`src/design/jmcs_pkg.sv`:
```
// Shared types, codes and helpers for the joint mode crossfade safety unit.
`timescale 1ns / 1ps
package jmcs_pkg;

  typedef enum logic [2:0] {
    OP_SAMPLE = 3'd0,
    OP_SET_MODE = 3'd1,
    OP_WRITE_LIMIT = 3'd2,
    OP_STOP = 3'd3,
    OP_EMIT = 3'd4
  } op_e;

  typedef enum logic [1:0] {
    LIM_TORQUE = 2'd0,
    LIM_CURRENT = 2'd1,
    LIM_DRIVE = 2'd2
  } limit_kind_e;

  typedef enum logic [1:0] {
    ST_ACCEPTED = 2'd0,
    ST_BUSY = 2'd1,
    ST_SAME = 2'd2
  } status_e;

  typedef enum logic [2:0] {
    S_IDLE,
    S_BLEND,
    S_CHECK,
    S_REPLY,
    S_EMIT
  } state_e;

  localparam int unsigned ResultMax = 32;

  // Crossfade length in samples; a power of two so the blend divides by a shift
  localparam int unsigned FadeSteps = 1024;

  typedef struct packed {
    logic [2:0] operation;
    logic [4:0] joint;
    logic [1:0] mode;
    logic [1:0] limit_kind;
    logic [30:0] limit_value;
    logic signed [31:0] ctrl_zero;
    logic signed [31:0] ctrl_one;
    logic signed [31:0] ctrl_two;
    logic signed [31:0] ctrl_three;
    logic signed [31:0] torque_est;
    logic signed [31:0] torque_pred;
    logic signed [31:0] current_meas;
  } in_t;

  typedef struct packed {
    logic kind;
    logic [4:0] joint_out;
    logic signed [31:0] drive_value;
    logic [1:0] status;
    logic stopped;
    logic last;
  } out_t;

  // Commands from controller to datapath
  typedef struct packed {
    logic load;
    logic do_blend;
    logic do_check;
    logic do_setmode;
    logic do_limit;
    logic do_stop;
    logic emit_start;
    logic emit_next;
    logic out_load_reply;
    logic out_load_emit;
  } cmd_t;

  // Status from datapath to controller
  typedef struct packed {
    logic joint_ok;
    logic mode_ok;
    logic has_mode;
    logic emit_done;
  } stat_t;

  // Absolute value of a 32-bit signed number, exact
  function automatic logic [32:0] mag32(logic [31:0] v);
    logic [32:0] e;
    e = {v[31], v};
    return v[31] ? (33'd0 - e) : e;
  endfunction

endpackage

```
`src/design/jmcs_ctrl.sv`:
```
// Controller: sequences one transaction at a time through the datapath.
`timescale 1ns / 1ps
module jmcs_ctrl
  import jmcs_pkg::*;
(
  input  logic  clk_i,
  input  logic  rst_ni,
  input  logic  in_valid_i,
  input  logic [2:0] op_i,
  output logic  in_stall_o,
  output logic  out_valid_o,
  input  logic  out_stall_i,
  input  stat_t stat_i,
  output cmd_t  cmd_o
);
  state_e state_q, state_d;
  logic ov_q, ov_d;
  logic [2:0] op_q, op_d;
  logic sampled_q, sampled_d;

  always_ff @(posedge clk_i or negedge rst_ni) begin
    if (!rst_ni) begin
      state_q <= S_IDLE;
      ov_q <= 1'b0;
      op_q <= OP_SAMPLE;
      sampled_q <= 1'b0;
    end else begin
      state_q <= state_d;
      ov_q <= ov_d;
      op_q <= op_d;
      sampled_q <= sampled_d;
    end
  end

  logic out_free;
  assign out_free = !ov_q || !out_stall_i;
  assign out_valid_o = ov_q;

  always_comb begin
    state_d = state_q;
    op_d = op_q;
    sampled_d = sampled_q;
    cmd_o = '0;
    ov_d = ov_q && out_stall_i;
    in_stall_o = 1'b1;
    unique case (state_q)
      S_IDLE: begin
        in_stall_o = 1'b0;
        if (in_valid_i) begin
          cmd_o.load = 1'b1;
          op_d = op_i;
          priority if (op_i == OP_SAMPLE && stat_i.joint_ok) begin
            sampled_d = stat_i.has_mode;
            state_d = S_BLEND;
          end else if (op_i == OP_SET_MODE && stat_i.joint_ok && stat_i.mode_ok) begin
            state_d = S_REPLY;
          end else if (op_i == OP_WRITE_LIMIT && stat_i.joint_ok) begin
            state_d = S_CHECK;
          end else if (op_i == OP_STOP) begin
            state_d = S_CHECK;
          end else if (op_i == OP_EMIT) begin
            cmd_o.emit_start = 1'b1;
            state_d = S_EMIT;
          end else begin
            state_d = S_IDLE;
          end
        end
      end
      S_BLEND: begin
        cmd_o.do_blend = sampled_q;
        op_d = OP_SAMPLE;
        state_d = S_CHECK;
      end
      S_CHECK: begin
        priority if (op_q == OP_SAMPLE) begin
          cmd_o.do_check = 1'b1;
          state_d = S_IDLE;
        end else if (op_q == OP_WRITE_LIMIT) begin
          cmd_o.do_limit = 1'b1;
          state_d = S_IDLE;
        end else begin
          cmd_o.do_stop = 1'b1;
          state_d = S_IDLE;
        end
      end
      S_REPLY: begin
        if (out_free) begin
          cmd_o.out_load_reply = 1'b1;
          cmd_o.do_setmode = 1'b1;
          ov_d = 1'b1;
          state_d = S_IDLE;
        end
      end
      S_EMIT: begin
        if (out_free) begin
          cmd_o.out_load_emit = 1'b1;
          cmd_o.emit_next = 1'b1;
          ov_d = 1'b1;
          if (stat_i.emit_done) state_d = S_IDLE;
        end
      end
      default: state_d = S_IDLE;
    endcase
  end

  // Output valid only rises on a load command
  assert property (@(posedge clk_i) disable iff (!rst_ni)
    $rose(out_valid_o) |-> $past(cmd_o.out_load_reply || cmd_o.out_load_emit))
    else $error("result valid without load");
  // Items are taken only in idle
  assert property (@(posedge clk_i) disable iff (!rst_ni)
    !in_stall_o |-> state_q == S_IDLE)
    else $error("input accepted while busy");
  // A blend step is always followed by its check
  assert property (@(posedge clk_i) disable iff (!rst_ni)
    state_q == S_BLEND |=> state_q == S_CHECK)
    else $error("blend not followed by check");
endmodule

```
`config.mk`:
```
export PLATFORM = sky130hd
export DESIGN_NAME = jmcs_ctrl
export DESIGN_NICKNAME = d
export VERILOG_FILES = /design/src/design/jmcs_pkg.sv /design/src/design/jmcs_ctrl.sv
export SDC_FILE = /design/constraint.sdc
export NUM_CORES = 1
export LEC_CHECK = 0
export ABC_AREA = 1
export BUFFER_PORTS_ARGS = -buffer_cell sky130_fd_sc_hd__buf_2
export CAP_MARGIN = 20
export CORE_AREA = 3 3 40 42
export CTS_CLUSTER_SIZE = 12
export DETAILED_ROUTE_END_ITERATION = 12
export DIE_AREA = 0 0 43 45
export GPL_ROUTABILITY_DRIVEN = 0
export PLACE_DENSITY = 0.76
export SLEW_MARGIN = 0
export SYNTH_ARGS = -nofsm -noshare
export SYNTH_HDL_FRONTEND = slang
export SYNTH_SLANG_ARGS = --single-unit
```
`constraint.sdc`:
```
create_clock -name clk_i -period 1.7 [get_ports clk_i]
set_clock_uncertainty 0.15 [all_clocks]
set_input_delay 0.17 -clock clk_i [delete_from_list [all_inputs] [get_ports clk_i]]
set_output_delay 0.17 -clock clk_i [all_outputs]
set_load 0.03 [all_outputs]
```
==> key figures, run 1 <==
Die
  • Core area: 0.00128 mm²
  • Die H: 45 µm
  • Die footprint: 0.00194 mm²
  • Num rows: 13
  • Initial Util: 39.3%
  • Io pins: 23
  • Die X-Extent: 43 µm

STA
  • Setup violators final: 0
  • Least-Margin Pin Slew: 267 ps
  • Crit share post-route: 99.0%
  • Final Max Slew Viols: 0
  • Max-slew headroom: 82.0%
  • Min cycle time layout: 1680 ps
  • RSZ-0062 raised after global routing: yes
  • Final hold viol count: 0
  • Total Neg Setup Slack: 0 ps
  • Max Fclk: 594 MHz

Layout
  • Diode count: 0
  • Synthesis-to-finish area growth: 43.1%
  • Design area: 723 µm²
  • Fin nets: 113
  • Layout cells sized above 1: 37.0%

Route
  • Drt first pass iters: 3
  • Routed length per instance: 10.4 µm
  • DRC viols: 0
  • Vias per Instance: 4.98
  • Final ANT Viol Nets: 0
  • Initial detailed-routing violation count: 6
  • Vias post-DR: 573
  • Total Wirelength: 1.19 mm

Synthesis
  • Mean post-synth cell area: 6.83 µm²
  • Yosys cell types: 15
  • Sequential element share of the synthesized area: 39.6%
  • Synthesized Nets: 85
  • Netlist Area Pre-Place: 505 µm²
  • Gate Count Post-Synth: 74
  • #FFs+latches synth: 8
  • Synth warn: 0

Global routing
  • Initial antenna violation count: 0
  • GRT Total Usage: 13.7%
  • Vias in the first global route: 539
  • Grt total ovfl: 0
  • Largest net degree at the start of global routing: 9
  • First-pass GRT wire length: 2.01 mm

Placement
  • Port Buffers: 22
  • DP HPWL: 941 µm
  • Cell Area, Placed: 638 µm²

Power
  • Leak: 0.413 nW
  • Worst vdd ir: 0.390 mV
  • Power Density: 904 mW/mm²

Min path
  • Min-delay src: out_stall_i
  • Hold/Removal Path Class: in2reg
  • Worst Hold End: out_valid_o$_DFF_PN0_
  • Hold depth: 3

Worst setup path
  • Worst r2r src: state_q[1]$_DFFE_PN0P_
  • CP Launch Point: state_q[1]$_DFFE_PN0P_
  • Startpoint Class: flip-flop
  • CP max-delay cell: dfrtp_1
  • CP Capture Type: primary output
  • Setup CP Type: reg2out
  • Crit path top cell by count: buf_4
  • R2r endpoint: state_q[0]$_DFFE_PN0P_
  • Crit path largest cell delay: 400 ps
  • Worst R2R Setup Slack: 270 ps
  • Worst path cell trace: buf_4 > nor4_2 > buf_4
  • Worst-path maximum fanout: 6
  • Reg2reg path depth: 7
  • WP data required: 1380 ps
  • Crit path DAT: 1360 ps

Clocking
  • Root Driver: clkbuf_4
  • Clock-pin slew on the worst setup and hold paths: 60 ps
  • CTS sink cnt: 8
  • Clock latency at the later pin of the worst-skew pair: 250 ps
  • H-tree Lvls: 1
  • CTS tree: yes
  • Clk buf depth: 2
  • CTS Buf Count: 3

Run status
  • Outcome: completed

Flow run
  • Max-cap violations: 0
worst max-delay path: cells and delay by family, from the launching register on:
kind,cells,cell delay [ps]
flops,1,400
simple gates,1,320
buf+inv,2,390
layout by cell type, fill, tap and decap left out, drive strengths merged:
cell / Yosys / routed
a21oi: 1 / 1
buf: 2 / 22
clkbuf: 0 / 4
dfrtp: 8 / 8
dlygate4sd3: 0 / 2
inv: 15 / 15
nand2: 18 / 18
nand3: 5 / 5
nand3b: 2 / 2
nand4: 1 / 1
nor2: 9 / 9
nor3: 1 / 1
nor4: 4 / 4
o211ai: 2 / 2
o21ai: 3 / 3
o22ai: 3 / 3
stage by stage:
| stage | setup slack, ps | cells | power, mW | hold slack (ps) | utilization, % |
|---|---|---|---|---|---|
| floorplan | -196 | 74 | 0.413 | -276 | - |
| global placement | 221 | 110 | 0.478 | -129 | 49.7 |
| detailed placement | 193 | 110 | 0.483 | -123 | 49.7 |
| CTS | 8.79 | 115 | 0.640 | 16.5 | 53.7 |
| global route | -79.3 | 115 | 0.701 | 40.8 | 56.3 |
| finish | 16.2 | 115 | 0.654 | 18.5 | 56.3 |
logic make-up (layout without fill, tap and decap cells):
kind of cell	Yosys count	count (layout)	share of synthesized area (%)
flip-flops	8	8	39.6
buffers and inverters	17	43	14.1
AO/OA/AOI/OAI	9	9	10.6
AND/OR/NAND/NOR	40	40	35.6
state kept, by name, indices dropped and copies added (netlist names):
register / cells
state_q: 3
sampled_q: 1
op_q: 3
out_valid_o: 1
area by class of cell:
cell class              count  area [µm²]
clock buffers               3        22.5
fillers                   129         562
inverters                  15        56.3
multi-input cells          49         270
flip-flops and latches      8         203
well taps                  15        18.8
repair buffers             25         153
timing repair:
action,CTS,global route
resized for setup,6,9
hold endpoints to repair,9,0
hold buffers,2,0
endpoints found under the setup margin,5,8
buffers inserted,0,0
how the worst max path moves through the flow:
stage | to | slack, ps | cells after the start
2_1_floorplan | cmd_o[5] | -200 | 3
3_3_place_gp | cmd_o[5] | 220 | 4
3_5_place_dp | cmd_o[5] | 190 | 4
4_1_cts | cmd_o[5] | 9 | 4
5_1_grt | cmd_o[0] | -80 | 3
6_report | cmd_o[0] | 20 | 3
synth_stat cells:
library cell   n  area, µm²
nor3_1         1       5.00
nand2_2        1       6.26
nor4_1         4       25.0
nand3b_1       2       15.0
o211ai_1       2       15.0
buf_4          2       15.0
nand4_1        1       6.26
nand3_1        5       25.0
dfrtp_1        8        200
nand2_1       17       63.8
nor2_1         9       33.8
o22ai_1        3       18.8
inv_1         15       56.3
a21oi_1        1       5.00
o21ai_0        3       15.0
power breakdown:
group | total [mW] | switching [mW] | internal (mW) | leakage (nW)
sequential | 0.261 | 0.0330 | 0.228 | 0.100
clock | 0.146 | 0.0648 | 0.0808 | 0.0138
combinational | 0.248 | 0.161 | 0.0867 | 0.300
layer usage:
layer	global-route usage (%)	up-vias	part of all wire [%]
met4	9.04	0	2.3
met3	1.20	4	6.5
li1	-	293	-
met2	23.4	18	51
met1	16.5	258	40
met5	0	-	0
No activity file was read; power rests on OpenSTA's default activity.
==> run 2, diff against run 1 <==
Settings changed: CELL_PAD_IN_SITES_DETAIL_PLACEMENT set to 1, CELL_PAD_IN_SITES_GLOBAL_PLACEMENT set to 2, CORE_AREA 3 3 40 42 to 2 2 59 47, DIE_AREA 0 0 43 45 to 0 0 61 49, PLACE_DENSITY 0.76 to 0.81.
==> run 2 against run 1 <==
  * Sequential share of layout area is 3.4 points lower
  * Largest cell class unchanged
  * First-iteration DRC count up 67%
  * Sequential power shrank 3%
  * Non-clock buffer count is 7 higher
==> key figures, run 2 (synthesis results as in run 1) <==
Layout
  • Commonest cells after routing, fill and taps aside: 16 x nand2_1, 16 x buf_2, 12 x inv_1, 11 x buf_4, 8 x nor2_1
  • Post-Route Utilization: 33.2% (-23 points)
  • Top Registers: op_q: 3 flops, state_q: 3 flops
  • Fin nets: 120 (+6.2%)
  • Diode count: 0 (unchanged)
  • Synthesis-to-finish area growth: 61.6%
  • Design area: 817 µm² (+13%)
  • Fin cells: 143 (+24%)
  • Layout cells sized above 1: 41.1% (+4.1 points)

STA
  • Final worst setup slack: 41.5 ps (+25.3 ps)
  • Total Neg Setup Slack: 0 ps (unchanged)
  • Max Fclk: 603 MHz (+1.5%)
  • Setup violators final: 0 (unchanged)
  • Crit share post-route: 97.6% (-1.5 points)
  • Final Max Slew Viols: 0 (unchanged)
  • Least-Margin Pin Slew: 296 ps (+29.1 ps)
  • Final hold viol count: 0 (unchanged)
  • Max-slew headroom: 80.1% (-2.0 points)
  • Worst hold margin: 28.1 ps (+9.59 ps)
  • RSZ-0062 raised after global routing: yes
  • Min cycle time layout: 1660 ps (-25.3 ps)

Placement
  • Placement Setup Slack: 218 ps (+24.9 ps)
  • Port Buffers: 22 (unchanged)
  • Cell Area, Placed: 672 µm² (+5.3%)
  • Placed insts: 132 (+20%)
  • DP HPWL: 1.21 mm (+29%)

Global routing
  • Vias in the first global route: 560 (+3.9%)
  • First-pass GRT wire length: 2.48 mm (+23%)
  • Initial antenna violation count: 0 (unchanged)
  • Grt total ovfl: 0 (unchanged)
  • Largest net degree at the start of global routing: 9 (unchanged)
  • GRT Total Usage: 10.9% (-2.8 points)

Clocking
  • Root Driver: clkbuf_4
  • Clock-pin slew on the worst setup and hold paths: 60 ps (about the same)
  • Clock latency at the later pin of the worst-skew pair: 260 ps (about the same)
  • CTS Buf Count: 3 (unchanged)
  • Clk buf depth: 2 (unchanged)
  • CTS sink cnt: 8 (unchanged)
  • CTS tree: yes
  • H-tree Lvls: 1 (unchanged)

Worst setup path
  • Startpoint Class: flip-flop
  • Reg2reg path depth: 7 (unchanged)
  • Worst R2R Setup Slack: 230 ps (-40 ps)
  • Crit path DAT: 1340 ps (-20 ps)
  • R2r endpoint: state_q[0]$_DFFE_PN0P_
  • CP Capture Type: primary output
  • WP data required: 1380 ps (about the same)
  • Worst r2r src: state_q[1]$_DFFE_PN0P_
  • Setup CP Type: reg2out
  • Worst-path maximum fanout: 3 (-3)

Die
  • Num rows: 16 (+3)
  • Die X-Extent: 61 µm (+42%)
  • Die H: 49 µm (+8.9%)
  • Core area: 0.00246 mm² (+92%)
  • Die footprint: 0.00299 mm² (+54%)
  • Io pins: 23 (unchanged)
  • Initial Util: 20.5% (-19 points)

Min path
  • Worst Hold End: out_valid_o$_DFF_PN0_
  • Min-delay src: out_stall_i
  • Hold/Removal Path Class: in2reg
  • Hold depth: 3 (unchanged)

Flow run
  • Max-cap violations: 0 (unchanged)

Power
  • Worst vdd ir: 0.315 mV (-19%)
  • Power Total: 0.698 mW (+6.7%)
  • Power Density: 854 mW/mm² (-5.6%)
  • Leak: 0.450 nW (+8.8%)

Route
  • Routed length per instance: 10.7 µm (+3.0%)
  • Total Wirelength: 1.53 mm (+28%)
  • DRC viols: 0 (unchanged)
  • Final ANT Viol Nets: 0 (unchanged)
  • Vias post-DR: 593 (+3.5%)
  • Drt first pass iters: 4 (+1)
  • Initial detailed-routing violation count: 10 (+4)
  • Vias per Instance: 4.15 (-17%)

Run status
  • Outcome: completed
## run 2: cell type report
class	instances	area (µm²)
timing repair buffer	32	216
inverter	15	56.3
fill	324	1650
multi-input combinational	49	275
tap	36	45.0
clock buffer	3	22.5
sequential	8	201
## run 2: worst max-delay path by stage
stage                           startpoint        to  slack [ps]
floorplan           state_q[0]$_DFFE_PN0P_  cmd_o[5]        -200
global placement    state_q[2]$_DFFE_PN0P_  cmd_o[9]         250
detailed placement  state_q[2]$_DFFE_PN0P_  cmd_o[9]         220
CTS                 state_q[1]$_DFFE_PN0P_  cmd_o[8]           2
global route        state_q[1]$_DFFE_PN0P_  cmd_o[8]         -60
finish              state_q[1]$_DFFE_PN0P_  cmd_o[8]          40
## run 2: repair_timing
| item | CTS | global route |
|---|---|---|
| setup buffers | 5 | 1 |
| endpoints found under the hold margin | 9 | 0 |
| endpoints found under the setup margin | 6 | 6 |
| resized for setup | 14 | 7 |
| hold buffers | 2 | 0 |
| pin swaps | 2 | 3 |
## run 2: report_power, final
part	switching, mW	total (mW)	internal (mW)
logic	0.183	0.297	0.114
clock network	0.0676	0.149	0.0810
registers	0.0250	0.252	0.227
total	0.275	0.698	0.423
## run 2: worst max-delay path, stage by stage, from the launching register on
cell,delay (ps)
dfrtp_1,400
buf_6,130
nor4_1,320
buf_4,220
## run 2: routing by layer
metal	track usage, %	wire length [µm]
met5	0	0
met4	1.09	7
met3	3.98	106
met2	14.2	608
met1	17.5	806
